## config.mk

```make
export PLATFORM = sky130hd
export DESIGN_NAME = amp_status_frame_parser
export DESIGN_NICKNAME = d
export VERILOG_FILES = /design/src/rtl/amp_sfp_pkg.sv /design/src/rtl/amp_status_frame_parser.sv
export SDC_FILE = /design/constraint.sdc
export NUM_CORES = 1
export LEC_CHECK = 0
export ABC_AREA = 1
export BUFFER_PORTS_ARGS = -buffer_cell sky130_fd_sc_hd__buf_2
export CAP_MARGIN = 20
export CORE_ASPECT_RATIO = 0.9
export CORE_MARGIN = 2
export CORE_UTILIZATION = 65
export DETAILED_ROUTE_END_ITERATION = 8
export PLACE_DENSITY = 0.83
export SLEW_MARGIN = 15
export SYNTH_ARGS = -nofsm -noshare
export SYNTH_HDL_FRONTEND = slang
export SYNTH_SLANG_ARGS = --single-unit
```

## constraint.sdc

```tcl
create_clock -name clk -period 9 [get_ports clk]
set_input_delay 1.8 -clock clk [delete_from_list [all_inputs] [get_ports clk]]
set_output_delay 1.8 -clock clk [all_outputs]
set_load 0.05 [all_outputs]
```

## src/rtl/amp_sfp_pkg.sv

```systemverilog
// Package for the amplifier status frame parser: header codes, sub-command
// codes, report kinds and the fixed-frame decode function.
// Depends on nothing; used by amp_status_frame_parser.
package amp_sfp_pkg;

	localparam logic [7:0] HDR_SWITCH_REP = 8'hB9;
	localparam logic [7:0] HDR_PLAY_REP   = 8'hE9;
	localparam logic [7:0] HDR_SONG       = 8'hF1;
	localparam logic [7:0] HDR_VAR_F2     = 8'hF2;
	localparam logic [7:0] HDR_VAR_FC     = 8'hFC;

	// fixed 5-byte headers that carry nothing we report
	localparam logic [7:0] HDR_SKIP_BD    = 8'hBD;
	localparam logic [7:0] HDR_SKIP_D4    = 8'hD4;
	localparam logic [7:0] HDR_SKIP_D8    = 8'hD8;
	localparam logic [7:0] HDR_SKIP_D5    = 8'hD5;
	localparam logic [7:0] HDR_SKIP_D6    = 8'hD6;
	localparam logic [7:0] HDR_SKIP_B0    = 8'hB0;
	localparam logic [7:0] HDR_SKIP_D7    = 8'hD7;
	localparam logic [7:0] HDR_SKIP_DE    = 8'hDE;
	localparam logic [7:0] HDR_SKIP_A1    = 8'hA1;

	localparam logic [7:0] FIXED_LEN      = 8'd5;
	localparam logic [7:0] ZERO_LEN_SKIP  = 8'd6;
	localparam logic [7:0] SONG_MIN_LEN   = 8'd5;
	localparam logic [7:0] SONG_NAME_LEN  = 8'd6;
	localparam logic [7:0] NAME_FIRST_POS = 8'd4;
	localparam logic [7:0] NAME_CUT_POS   = 8'd5;

	localparam logic [7:0] LEN_REPLAY     = 8'd1;
	localparam logic [7:0] LEN_RESYNC     = 8'd2;

	localparam logic [7:0] SUB_POWER_ON   = 8'h03;
	localparam logic [7:0] SUB_POWER_OFF  = 8'h04;
	localparam logic [7:0] SUB_SOURCE     = 8'h05;
	localparam logic [7:0] SUB_VOLUME     = 8'h07;
	localparam logic [7:0] SUB_EQ         = 8'h0a;
	localparam logic [7:0] SUB_PLAY       = 8'h02;
	localparam logic [7:0] SUB_MUTE       = 8'h04;

	localparam logic [7:0] VAL_FLAG       = 8'h80;
	localparam logic [7:0] VAL_LOW_MASK   = 8'h7F;
	localparam logic [7:0] VOL_MASK       = 8'h1F;
	localparam logic [7:0] SOURCE_MAX     = 8'd3;
	localparam logic [7:0] VOLUME_MAX     = 8'd31;
	localparam logic [7:0] EQ_MAX         = 8'd5;
	localparam logic [7:0] BINARY_MAX     = 8'd1;

	typedef enum logic [2:0] {
		KIND_SWITCH,
		KIND_SOURCE,
		KIND_VOLUME,
		KIND_EQ,
		KIND_PLAY,
		KIND_MUTE,
		KIND_NAME_BYTE,
		KIND_NAME_END
	} report_kind_t;

	typedef struct packed {
		logic         hit;
		report_kind_t kind;
		logic [7:0]   value;
	} decode_t;

	function automatic logic is_fixed_hdr(input logic [7:0] h);
		return h inside {HDR_SWITCH_REP, HDR_PLAY_REP, HDR_SKIP_BD, HDR_SKIP_D4,
			HDR_SKIP_D8, HDR_SKIP_D5, HDR_SKIP_D6, HDR_SKIP_B0, HDR_SKIP_D7,
			HDR_SKIP_DE, HDR_SKIP_A1};
	endfunction

	function automatic logic is_var_hdr(input logic [7:0] h);
		return h inside {HDR_SONG, HDR_VAR_F2, HDR_VAR_FC};
	endfunction

	// Decode a checked 5-byte report frame from its sub-command and value bytes.
	function automatic decode_t decode_fixed(input logic [7:0] hdr, input logic [7:0] sub,
		input logic [7:0] val);
		decode_t    d;
		logic [7:0] low;
		logic       top;
		low     = val & VAL_LOW_MASK;
		top     = (val & VAL_FLAG) == VAL_FLAG;
		d.hit   = 1'b0;
		d.kind  = KIND_SWITCH;
		d.value = '0;
		if (hdr == HDR_SWITCH_REP) begin
			if (sub == SUB_POWER_ON && val == VAL_FLAG) begin
				d.hit = 1'b1; d.kind = KIND_SWITCH; d.value = 8'd0;
			end else if (sub == SUB_POWER_OFF && val == VAL_FLAG) begin
				d.hit = 1'b1; d.kind = KIND_SWITCH; d.value = 8'd1;
			end else if (sub == SUB_SOURCE && top && low <= SOURCE_MAX) begin
				d.hit = 1'b1; d.kind = KIND_SOURCE; d.value = low;
			end else if (sub == SUB_VOLUME && top && low <= VOLUME_MAX) begin
				d.hit = 1'b1; d.kind = KIND_VOLUME; d.value = val & VOL_MASK;
			end else if (sub == SUB_EQ && top && low <= EQ_MAX) begin
				d.hit = 1'b1; d.kind = KIND_EQ; d.value = low;
			end
		end else if (hdr == HDR_PLAY_REP && val <= BINARY_MAX) begin
			if (sub == SUB_PLAY) begin
				d.hit = 1'b1; d.kind = KIND_PLAY; d.value = val;
			end else if (sub == SUB_MUTE) begin
				d.hit = 1'b1; d.kind = KIND_MUTE; d.value = val;
			end
		end
		return d;
	endfunction

endpackage

```

## src/rtl/amp_status_frame_parser.sv

```systemverilog
// Byte-serial parser for an amplifier's reply stream: frame tracking,
// check XOR, report decode and song-name streaming.
// Depends on amp_sfp_pkg.
//
// channel  | handshake          | payload
// ---------+--------------------+---------------------------------------------
// rx       | rx_valid/rx_stall  | rx_byte, port_id, end_of_buffer
// report   | report_valid/_stall| report_kind, report_value, check_ok,
//          |                    | report_port
//
// One byte is taken every cycle while rx_stall is low; a report passes the input
// register and is then held in the report register. The frame state loop (position,
// header, length, XOR) closes combinationally between the input register and the report register.
// rx_stall rises only when a byte waits in the input register while a report
// is held by report_stall. Reset clears the frame state to header hunting.
module amp_status_frame_parser (
	input  logic       clk,
	input  logic       arst_n,
	input  logic       rx_valid,
	output logic       rx_stall,
	input  logic [7:0] rx_byte,
	input  logic [7:0] port_id,
	input  logic       end_of_buffer,
	output logic       report_valid,
	input  logic       report_stall,
	output logic [2:0] report_kind,
	output logic [7:0] report_value,
	output logic       check_ok,
	output logic [7:0] report_port
);

	// input register
	logic       valid_s1;
	logic [7:0] byte_s1;
	logic [7:0] port_s1;
	logic       eob_s1;

	// frame state
	logic [7:0] pos_q, pos_n;
	logic [7:0] hdr_q, hdr_n;
	logic [7:0] fb0_q, fb0_n;
	logic [7:0] fb1_q, fb1_n;
	logic [7:0] xor_q, xor_n;
	logic [7:0] len_q, len_n;

	// result register
	logic                      res_valid_q;
	amp_sfp_pkg::report_kind_t res_kind_q;
	logic [7:0]                res_value_q;
	logic                      res_ok_q;
	logic [7:0]                res_port_q;

	logic                      hit;
	amp_sfp_pkg::report_kind_t kind;
	logic [7:0]                value;
	logic                      ok;
	logic                      adv;
	logic [7:0]                eff;
	logic                      cont;
	amp_sfp_pkg::decode_t      dec;

	assign adv      = valid_s1 && (!res_valid_q || !report_stall);
	assign rx_stall = valid_s1 && !adv;
	assign dec      = amp_sfp_pkg::decode_fixed(hdr_q, fb0_q, fb1_q);

	always_comb begin
		pos_n = pos_q;
		hdr_n = hdr_q;
		fb0_n = fb0_q;
		fb1_n = fb1_q;
		xor_n = xor_q;
		len_n = len_q;
		hit   = 1'b0;
		kind  = amp_sfp_pkg::KIND_SWITCH;
		value = '0;
		ok    = 1'b0;
		eff   = len_q;
		cont  = 1'b0;
		if (pos_q == 8'd0) begin
			// hunt: unknown bytes drop alone
			if (amp_sfp_pkg::is_fixed_hdr(byte_s1) || amp_sfp_pkg::is_var_hdr(byte_s1)) begin
				hdr_n = byte_s1;
				len_n = amp_sfp_pkg::is_fixed_hdr(byte_s1) ? amp_sfp_pkg::FIXED_LEN : 8'd0;
				xor_n = '0;
				pos_n = 8'd1;
			end
		end else if (amp_sfp_pkg::is_var_hdr(hdr_q) && pos_q == 8'd2 &&
			(byte_s1 == amp_sfp_pkg::LEN_REPLAY || byte_s1 == amp_sfp_pkg::LEN_RESYNC)) begin
			// length too short: on LEN_REPLAY rescan the byte after the header, then this one; else hunt
			pos_n = 8'd0;
			if (byte_s1 == amp_sfp_pkg::LEN_REPLAY &&
				(amp_sfp_pkg::is_fixed_hdr(fb0_q) || amp_sfp_pkg::is_var_hdr(fb0_q))) begin
				hdr_n = fb0_q;
				len_n = amp_sfp_pkg::is_fixed_hdr(fb0_q) ? amp_sfp_pkg::FIXED_LEN : 8'd0;
				xor_n = byte_s1;
				fb0_n = byte_s1;
				pos_n = 8'd2;
			end
		end else begin
			if (amp_sfp_pkg::is_var_hdr(hdr_q) && pos_q == 8'd2) begin
				len_n = byte_s1;
			end
			eff = (pos_q >= 8'd2 && len_n == 8'd0) ? amp_sfp_pkg::ZERO_LEN_SKIP : len_n;
			if (pos_q == 8'd1 || pos_q == 8'd2) begin
				fb0_n = byte_s1;
			end
			if (pos_q == 8'd3) begin
				fb1_n = byte_s1;
			end
			cont = pos_q < 8'd2 || ({1'b0, pos_q} + 9'd1) < {1'b0, eff};
			if (cont) begin
				xor_n = xor_q ^ byte_s1;
				pos_n = pos_q + 8'd1;
				if (hdr_q == amp_sfp_pkg::HDR_SONG && len_n >= amp_sfp_pkg::SONG_NAME_LEN &&
					pos_q >= amp_sfp_pkg::NAME_FIRST_POS) begin
					hit   = 1'b1;
					kind  = amp_sfp_pkg::KIND_NAME_BYTE;
					value = byte_s1;
				end
			end else begin
				pos_n = 8'd0;
				if (hdr_q == amp_sfp_pkg::HDR_SWITCH_REP || hdr_q == amp_sfp_pkg::HDR_PLAY_REP) begin
					if (xor_q == byte_s1) begin
						hit   = dec.hit;
						kind  = dec.kind;
						value = dec.value;
					end
				end else if (hdr_q == amp_sfp_pkg::HDR_SONG &&
					len_n >= amp_sfp_pkg::SONG_MIN_LEN) begin
					hit  = 1'b1;
					kind = amp_sfp_pkg::KIND_NAME_END;
					ok   = xor_q == byte_s1;
				end
			end
		end
		// end of buffer: drop a cut frame, close a started name
		if (eob_s1 && pos_n != 8'd0) begin
			if (hdr_n == amp_sfp_pkg::HDR_SONG && len_n >= amp_sfp_pkg::SONG_NAME_LEN &&
				pos_n >= amp_sfp_pkg::NAME_CUT_POS) begin
				hit   = 1'b1;
				kind  = amp_sfp_pkg::KIND_NAME_END;
				value = '0;
				ok    = 1'b0;
			end
			pos_n = 8'd0;
		end
	end

	always_ff @(posedge clk or negedge arst_n) begin
		if (!arst_n) begin
			valid_s1 <= 1'b0;
		end else if (!rx_stall) begin
			valid_s1 <= rx_valid;
		end
	end

	always_ff @(posedge clk) begin
		if (!rx_stall) begin
			byte_s1 <= rx_byte;
			port_s1 <= port_id;
			eob_s1  <= end_of_buffer;
		end
	end

	always_ff @(posedge clk or negedge arst_n) begin
		if (!arst_n) begin
			pos_q <= '0;
			hdr_q <= '0;
			fb0_q <= '0;
			fb1_q <= '0;
			xor_q <= '0;
			len_q <= '0;
		end else if (adv) begin
			pos_q <= pos_n;
			hdr_q <= hdr_n;
			fb0_q <= fb0_n;
			fb1_q <= fb1_n;
			xor_q <= xor_n;
			len_q <= len_n;
		end
	end

	always_ff @(posedge clk or negedge arst_n) begin
		if (!arst_n) begin
			res_valid_q <= 1'b0;
		end else if (adv && hit) begin
			res_valid_q <= 1'b1;
		end else if (!report_stall) begin
			res_valid_q <= 1'b0;
		end
	end

	always_ff @(posedge clk) begin
		if (adv && hit) begin
			res_kind_q  <= kind;
			res_value_q <= value;
			res_ok_q    <= ok;
			res_port_q  <= port_s1;
		end
	end

	assign report_valid = res_valid_q;
	assign report_kind  = res_kind_q;
	assign report_value = res_value_q;
	assign check_ok     = res_ok_q;
	assign report_port  = res_port_q;

`ifndef SYNTHESIS
	a_eob_hunts: assert property (@(posedge clk) disable iff (!arst_n)
		adv && eob_s1 |=> pos_q == 8'd0)
		else $error("frame position not cleared after end of buffer");

	a_ok_only_on_end: assert property (@(posedge clk) disable iff (!arst_n)
		report_valid && check_ok |-> res_kind_q == amp_sfp_pkg::KIND_NAME_END)
		else $error("check_ok set on a report other than name end");

	a_value_range: assert property (@(posedge clk) disable iff (!arst_n)
		report_valid && res_kind_q == amp_sfp_pkg::KIND_VOLUME |->
			res_value_q <= amp_sfp_pkg::VOLUME_MAX)
		else $error("volume report out of range");

	a_stall_needs_item: assert property (@(posedge clk) disable iff (!arst_n)
		rx_stall |-> valid_s1 && res_valid_q && report_stall)
		else $error("rx stalled without a blocked report");
`endif

endmodule
```

=== Word level (Yosys, flattened, before mapping) ===
Cells that the tools add are included.

* Add/subtract/negate cells: 2
* $lt $le $gt $ge: 12
* Equal/unequal tests: 51
* Multiplexer cells: 71
* Bitwise logic cells: 3
* Reduce and logical (&&, ||, !) cells: 45

{| class="wikitable"
|+ Operator list
! operator !! count
|-
| $eq 8x8->1 const B || 35
|-
| $mux 8 || 32
|-
| $mux 12 || 9
|-
| $eq 8x2->1 const B || 5
|-
| $ge 8x3->1 const B || 5
|-
| $mux 3 || 11
|-
| $eq 8x3->1 const B || 3
|-
| $logic_and 1x1->1 || 22
|-
| $reduce_bool 11->1 || 2
|-
| $mux 1 || 18
|-
| $eq 8x1->1 const B || 2
|-
| $logic_not 8->1 || 2
|-
| $reduce_and 4->1 || 3
|-
| $reduce_bool 3->1 || 4
|-
| $add 8x1->9 const B || 1
|-
| $lt 9x8->1 || 1
|-
| $add 8x1->8 const B || 1
|-
| $eq 8x4->1 const B || 1
|-
| $eq 8x8->1 || 1
|-
| $ge 8x2->1 const B || 1
|-
| $le 8x1->1 const B || 1
|-
| $lt 8x2->1 const B || 1
|-
| $reduce_bool 8->1 || 1
|-
| $xor 8x8->8 || 1
|-
| 10 further kinds || 21
|}

* Register bits after elaboration: 87
* Input bits: 21
* Output and inout bits: 22
* Word-level logic and storage cells: 199

=== Depth between registers and ports, before layout ===
* Word-level depth: 20
* Mapped depth: 30
* Depth with buffers taken out: 28

=== Worst setup path before layout ===
No wires, ideal clock.

* Kind: input port to output port
* From: input port report_stall
* To: output port rx_stall
* Arrival time: 2.589 ns
* Data required time: 7.200 ns
* Path slack: 4.611 ns
* Cell stages on the path: 2
* Path buffers: 0
* Cells stage by stage: nand2_1 nor2_1

* Cells in the longest elaborated chain, start to end: 5

{| class="wikitable"
|+ Ends and longest elaborated chain
! element !! RTL line !! RTL
|-
| start, declared || amp_status_frame_parser.sv:25 || <nowiki>input logic report_stall,</nowiki>
|-
| $logic_not 1->1 || - ||
|-
| $logic_or 1x1->1 || amp_status_frame_parser.sv:62 || <nowiki>assign adv = valid_s1 && (!res_valid_q || !report_stall);</nowiki>
|-
| $logic_and 1x1->1 || amp_status_frame_parser.sv:62 ||
|-
| $logic_not 1->1 || amp_status_frame_parser.sv:63 || <nowiki>assign rx_stall = valid_s1 && !adv;</nowiki>
|-
| $logic_and 1x1->1 || amp_status_frame_parser.sv:63 ||
|-
| end, declared || amp_status_frame_parser.sv:20 || <nowiki>output logic rx_stall,</nowiki>
|}

Every way passes these cells.

=== Worst setup path in the final report ===
* From: register pos_q[0]
* To: register res_value_q[0], in the netlist report_value[0] (enable)

* Cells in the longest elaborated chain, start to end: 18
* Elaborated cells between the ends (all ways): 46
* Classes of those cells: add/sub (2); order compare (8); eq/ne (2); mux (20); reduce/logical (14)

{| class="wikitable"
|+ Ends and longest elaborated chain
! element !! RTL line !! RTL
|-
| start, declared || amp_status_frame_parser.sv:39 || <nowiki>logic [7:0] pos_q, pos_n;</nowiki>
|-
| start signal, assigned || amp_status_frame_parser.sv:174 || <nowiki>pos_q <= pos_n;</nowiki>
|-
| $eq 8x2->1 || amp_status_frame_parser.sv:87, amp_status_frame_parser.sv:100 ||
|-
| $logic_and 1x1->1 || amp_status_frame_parser.sv:87, amp_status_frame_parser.sv:100 ||
|-
| $mux 8 || amp_status_frame_parser.sv:100 || <nowiki>if (amp_sfp_pkg::is_var_hdr(hdr_q) && pos_q == 8'd2) begin</nowiki>
|-
| $mux 8 || amp_status_frame_parser.sv:87 || <nowiki>end else if (amp_sfp_pkg::is_var_hdr(hdr_q) && pos_q == 8'd2 &&</nowiki>
|-
| $mux 8 || amp_status_frame_parser.sv:79 || <nowiki>if (pos_q == 8'd0) begin</nowiki>
|-
| $logic_not 8->1 || amp_status_frame_parser.sv:103 || <nowiki>eff = (pos_q >= 8'd2 && len_n == 8'd0) ? amp_sfp_pkg::ZERO_LEN_SKIP : len_n;</nowiki>
|-
| $logic_and 1x1->1 || amp_status_frame_parser.sv:103 ||
|-
| $mux 8 || amp_status_frame_parser.sv:103 ||
|-
| [... 2 more ...] || - ||
|-
| $mux 8 || amp_status_frame_parser.sv:111 || <nowiki>if (cont) begin</nowiki>
|-
| $mux 8 || amp_status_frame_parser.sv:87 ||
|-
| $mux 8 || amp_status_frame_parser.sv:79 ||
|-
| $ge 8x3->1 || amp_status_frame_parser.sv:139 || <nowiki>pos_n >= amp_sfp_pkg::NAME_CUT_POS) begin</nowiki>
|-
| $logic_and 1x1->1 || amp_status_frame_parser.sv:138 || <nowiki>if (hdr_n == amp_sfp_pkg::HDR_SONG && len_n >= amp_sfp_pkg::SONG_NAME_LEN &&</nowiki>
|-
| $mux 1 || amp_status_frame_parser.sv:138 ||
|-
| $mux 1 * || amp_status_frame_parser.sv:137 || <nowiki>if (eob_s1 && pos_n != 8'd0) begin</nowiki>
|-
| $logic_and 1x1->1 * || amp_status_frame_parser.sv:194 || <nowiki>if (adv && hit) begin</nowiki>
|-
| end signal, assigned || amp_status_frame_parser.sv:196 || <nowiki>res_value_q <= value;</nowiki>
|-
| end, declared || amp_status_frame_parser.sv:49 || <nowiki>logic [7:0] res_value_q;</nowiki>
|}

Mark *: on every way between the ends. The rest lies on a longest branch, timed or not. The select of a mux whose other input is x is not followed.
A chain may end at the register's enable or synchronous reset.

==> metrics <==
routed length per placed instance=16.4 um; fraction of layout instances using a drive strength above 1=15.7%; Final Hold Violating Endpoints=0; worst stage delay on the critical path=0.55 ns; relative area change from synthesis to final layout=7.86%; number of hold buffers added after CTS=0; transition time of the tightest slew-check pin=0.972 ns; share of the clock period used by the worst path after layout=58.2%; Clock Pin Slew Worst Setup and Hold Paths=0.10 ns; flip-flop and latch count after synthesis=87; # rows=31; Post-Synthesis Mean Instance Area=7.68 um^2; IR drop worst, VDD=0.179 mV; dominant register cell in the synthesized netlist=sky130_fd_sc_hd__dfrtp_1; library cell appearing most often on the critical path=sky130_fd_sc_hd__nand2_1; data arrival time of the worst path=5.25 ns; first-pass GRT wire length=23.0 mm; Bufs on Longest Clock Path=2; # resized after CTS=0; RD Place Congestion=1.00; GRT overflow=0; number of flops mapped to enable cells by yosys=37; total number of H-tree levels=3; crit path time final=5.24 ns; setup-violating endpoint count in the final report=0; setup repair after global routing missed its margin=no; area of the die=9230 um^2; hold depth=0; HPWL after detailed placement=10.3 mm; vias in the first global route=4764; TritonCTS clock tree=done; end point of the worst hold path=report_port[2]; power density of the placed cells=273 nW/um^2; sequential element share of the synthesized area=42.9%; worst-skew pair later-pin latency=0.39 ns; Vias/cell=6.01; Synth Net Count=749; GRT Resource Usage Total=32.1%; final non-filler cell total=857; Iteration-0 DRC Markers=502; Yosys cell types=46; PnR worst setup slack=3.76 ns; largest net degree at the start of global routing=51; netlist area before placement=5510 um^2; number of input and output port buffers inserted=42; Min-Delay Startpoint=port_s1[2]; die outline width=101 um; Gate Count Post-Synth=717; DRC Markers=0; initial core utilization=67.6%; Setup Slack @ Placement=3.96 ns; maximum fanout along the worst path=20; final core utilization=72.9%; detailed-route via count=5151; Top Ports=43; number of buffers created by CTS=9; Root Driver=sky130_fd_sc_hd__clkbuf_8; R2R setup slack=3.76 ns; maximum operating frequency=191 MHz; setup repair bufs after CTS=0; worst hold path class=reg2reg; total wire length=14.0 mm; core area=8150 um^2; number of sinks on the clock net=87; type of the setup path with the least slack=reg2reg; delay-heaviest family, CP=simple AND/OR/NAND/NOR gates; post-route ant nets=0; result of the run=complete, no violations; data required time of the worst path=9.01 ns; MaxCap Viol Count=0; standard cell with the maximum stage delay on the critical path=sky130_fd_sc_hd__inv_1; standby leakage power=2.87 nW; Final nets=785; crit end category=register; Sum Neg Setup Slack=0 ns; critical path startpoint category=register; post-synthesis async set-or-reset flop share=57.5%; r2r endpoint=report_value[0]; Initial DRT Pass Iterations=7; Antenna Cells=0; slew margin rel.=34.6%; number of synthesis warnings=0; vertical extent of the die=91.3 um; Worst Reg2Reg Path Length in Cells=27; clk_skew=0.0206 ns; start of the worst register-to-register path=pos_q[0]; initial antenna violation count=0; number of buffer and inverter stages on the critical path=2; count of final max-slew check failures=0; cell count after placement=841
flip-flops by register name (all words and copies together) (netlist names), 3 cells and up:
register	flops
report_kind	3
port_s1	8
report_value	8
xor_q	8
pos_q	8
len_q	8
report_port	8
fb1_q	8
hdr_q	8
byte_s1	8
fb0_q	8
report_power, final:
part / internal, mW / switching, mW
clock: 0.112 / 0.169
sequential: 0.505 / 0.0979
combinational: 0.235 / 0.505
worst max-delay path by stage:
stage	start	endpoint	slack, ns	depth (start not counted)
CTS	pos_q[0]	report_kind[1]	3.92	27
floorplan	report_stall	rx_stall	4.61	2
finish	pos_q[0]	report_value[0]	3.76	27
detailed placement	pos_q[0]	report_port[5]	3.96	26
global route	pos_q[0]	report_kind[1]	3.45	27
global placement	pos_q[0]	report_kind[1]	4.35	26
metal layers:
layer	wire length [um]	track usage (%)
met5	0	0
met4	475	13.1
met3	1290	7.08
met2	6460	49.5
met1	5810	44.1
cells by family (layout without fill, tap and decap cells):
family	Yosys count	in the layout	synth area share, %
xor gates and xnor gates	10	10	1.59
DFF	87	87	42.9
and+or+nand+nor	383	383	32.3
buffers and inverters	113	154	8.79
adders and majority gates	11	11	2.50
AOI/OAI and AO/OA	113	113	11.9
synthesized netlist by cell type (all sizes together) (2+ instances only):
cell type  number  area share (%)
xnor2           4            0.64
o31ai           6            0.82
inv            93             6.3
nand2         205              15
edfxtp         37              20
nor2           74             5.7
nand4          13             1.7
o21ai          70             7.1
nor3           20             1.9
buf            14             2.0
ha             11             2.5
xor2            6            0.95
nand3          62             6.4
or2             2            0.23
o211ai          2            0.27
clkbuf          6            0.41
a21oi          24             2.2
nor4            5            0.95
o22ai           2            0.23
dfrtp          50              23
a31oi           4            0.45
per-stage QoR:
step / area, um^2 / hold slack [ns] / total power [mW]
3_3_place_gp: 5730 / 0.402 / 1.28
6_report: 5940 / 0.428 / 1.62
2_1_floorplan: 5510 / 0.400 / 1.15
3_5_place_dp: 5730 / 0.405 / 1.31
5_1_grt: 5940 / 0.436 / 1.73
4_1_cts: 5930 / 0.430 / 1.59
final cells by class:
class	instances	area, um^2
Fill cell	631	2200
Timing Repair Buffer	45	233
Clock inverter	7	81.3
Multi-Input combinational cell	517	2670
Clock buffer	9	124
Sequential cell	87	2360
Tap cell	99	124
Inverter	93	349
layout by cell type (no fill, tap or decap), drive strengths merged, types with 5 or more instances in the layout:
cell type,instances
buf,45
o31ai,6
nor2,74
xor2,6
dfrtp,50
nand3,62
inv,98
a21oi,24
o21ai,70
nand2,205
nor4,5
nand4,13
nor3,20
clkbuf,9
edfxtp,37
ha,11
Power figures use the tool's default switching activity.
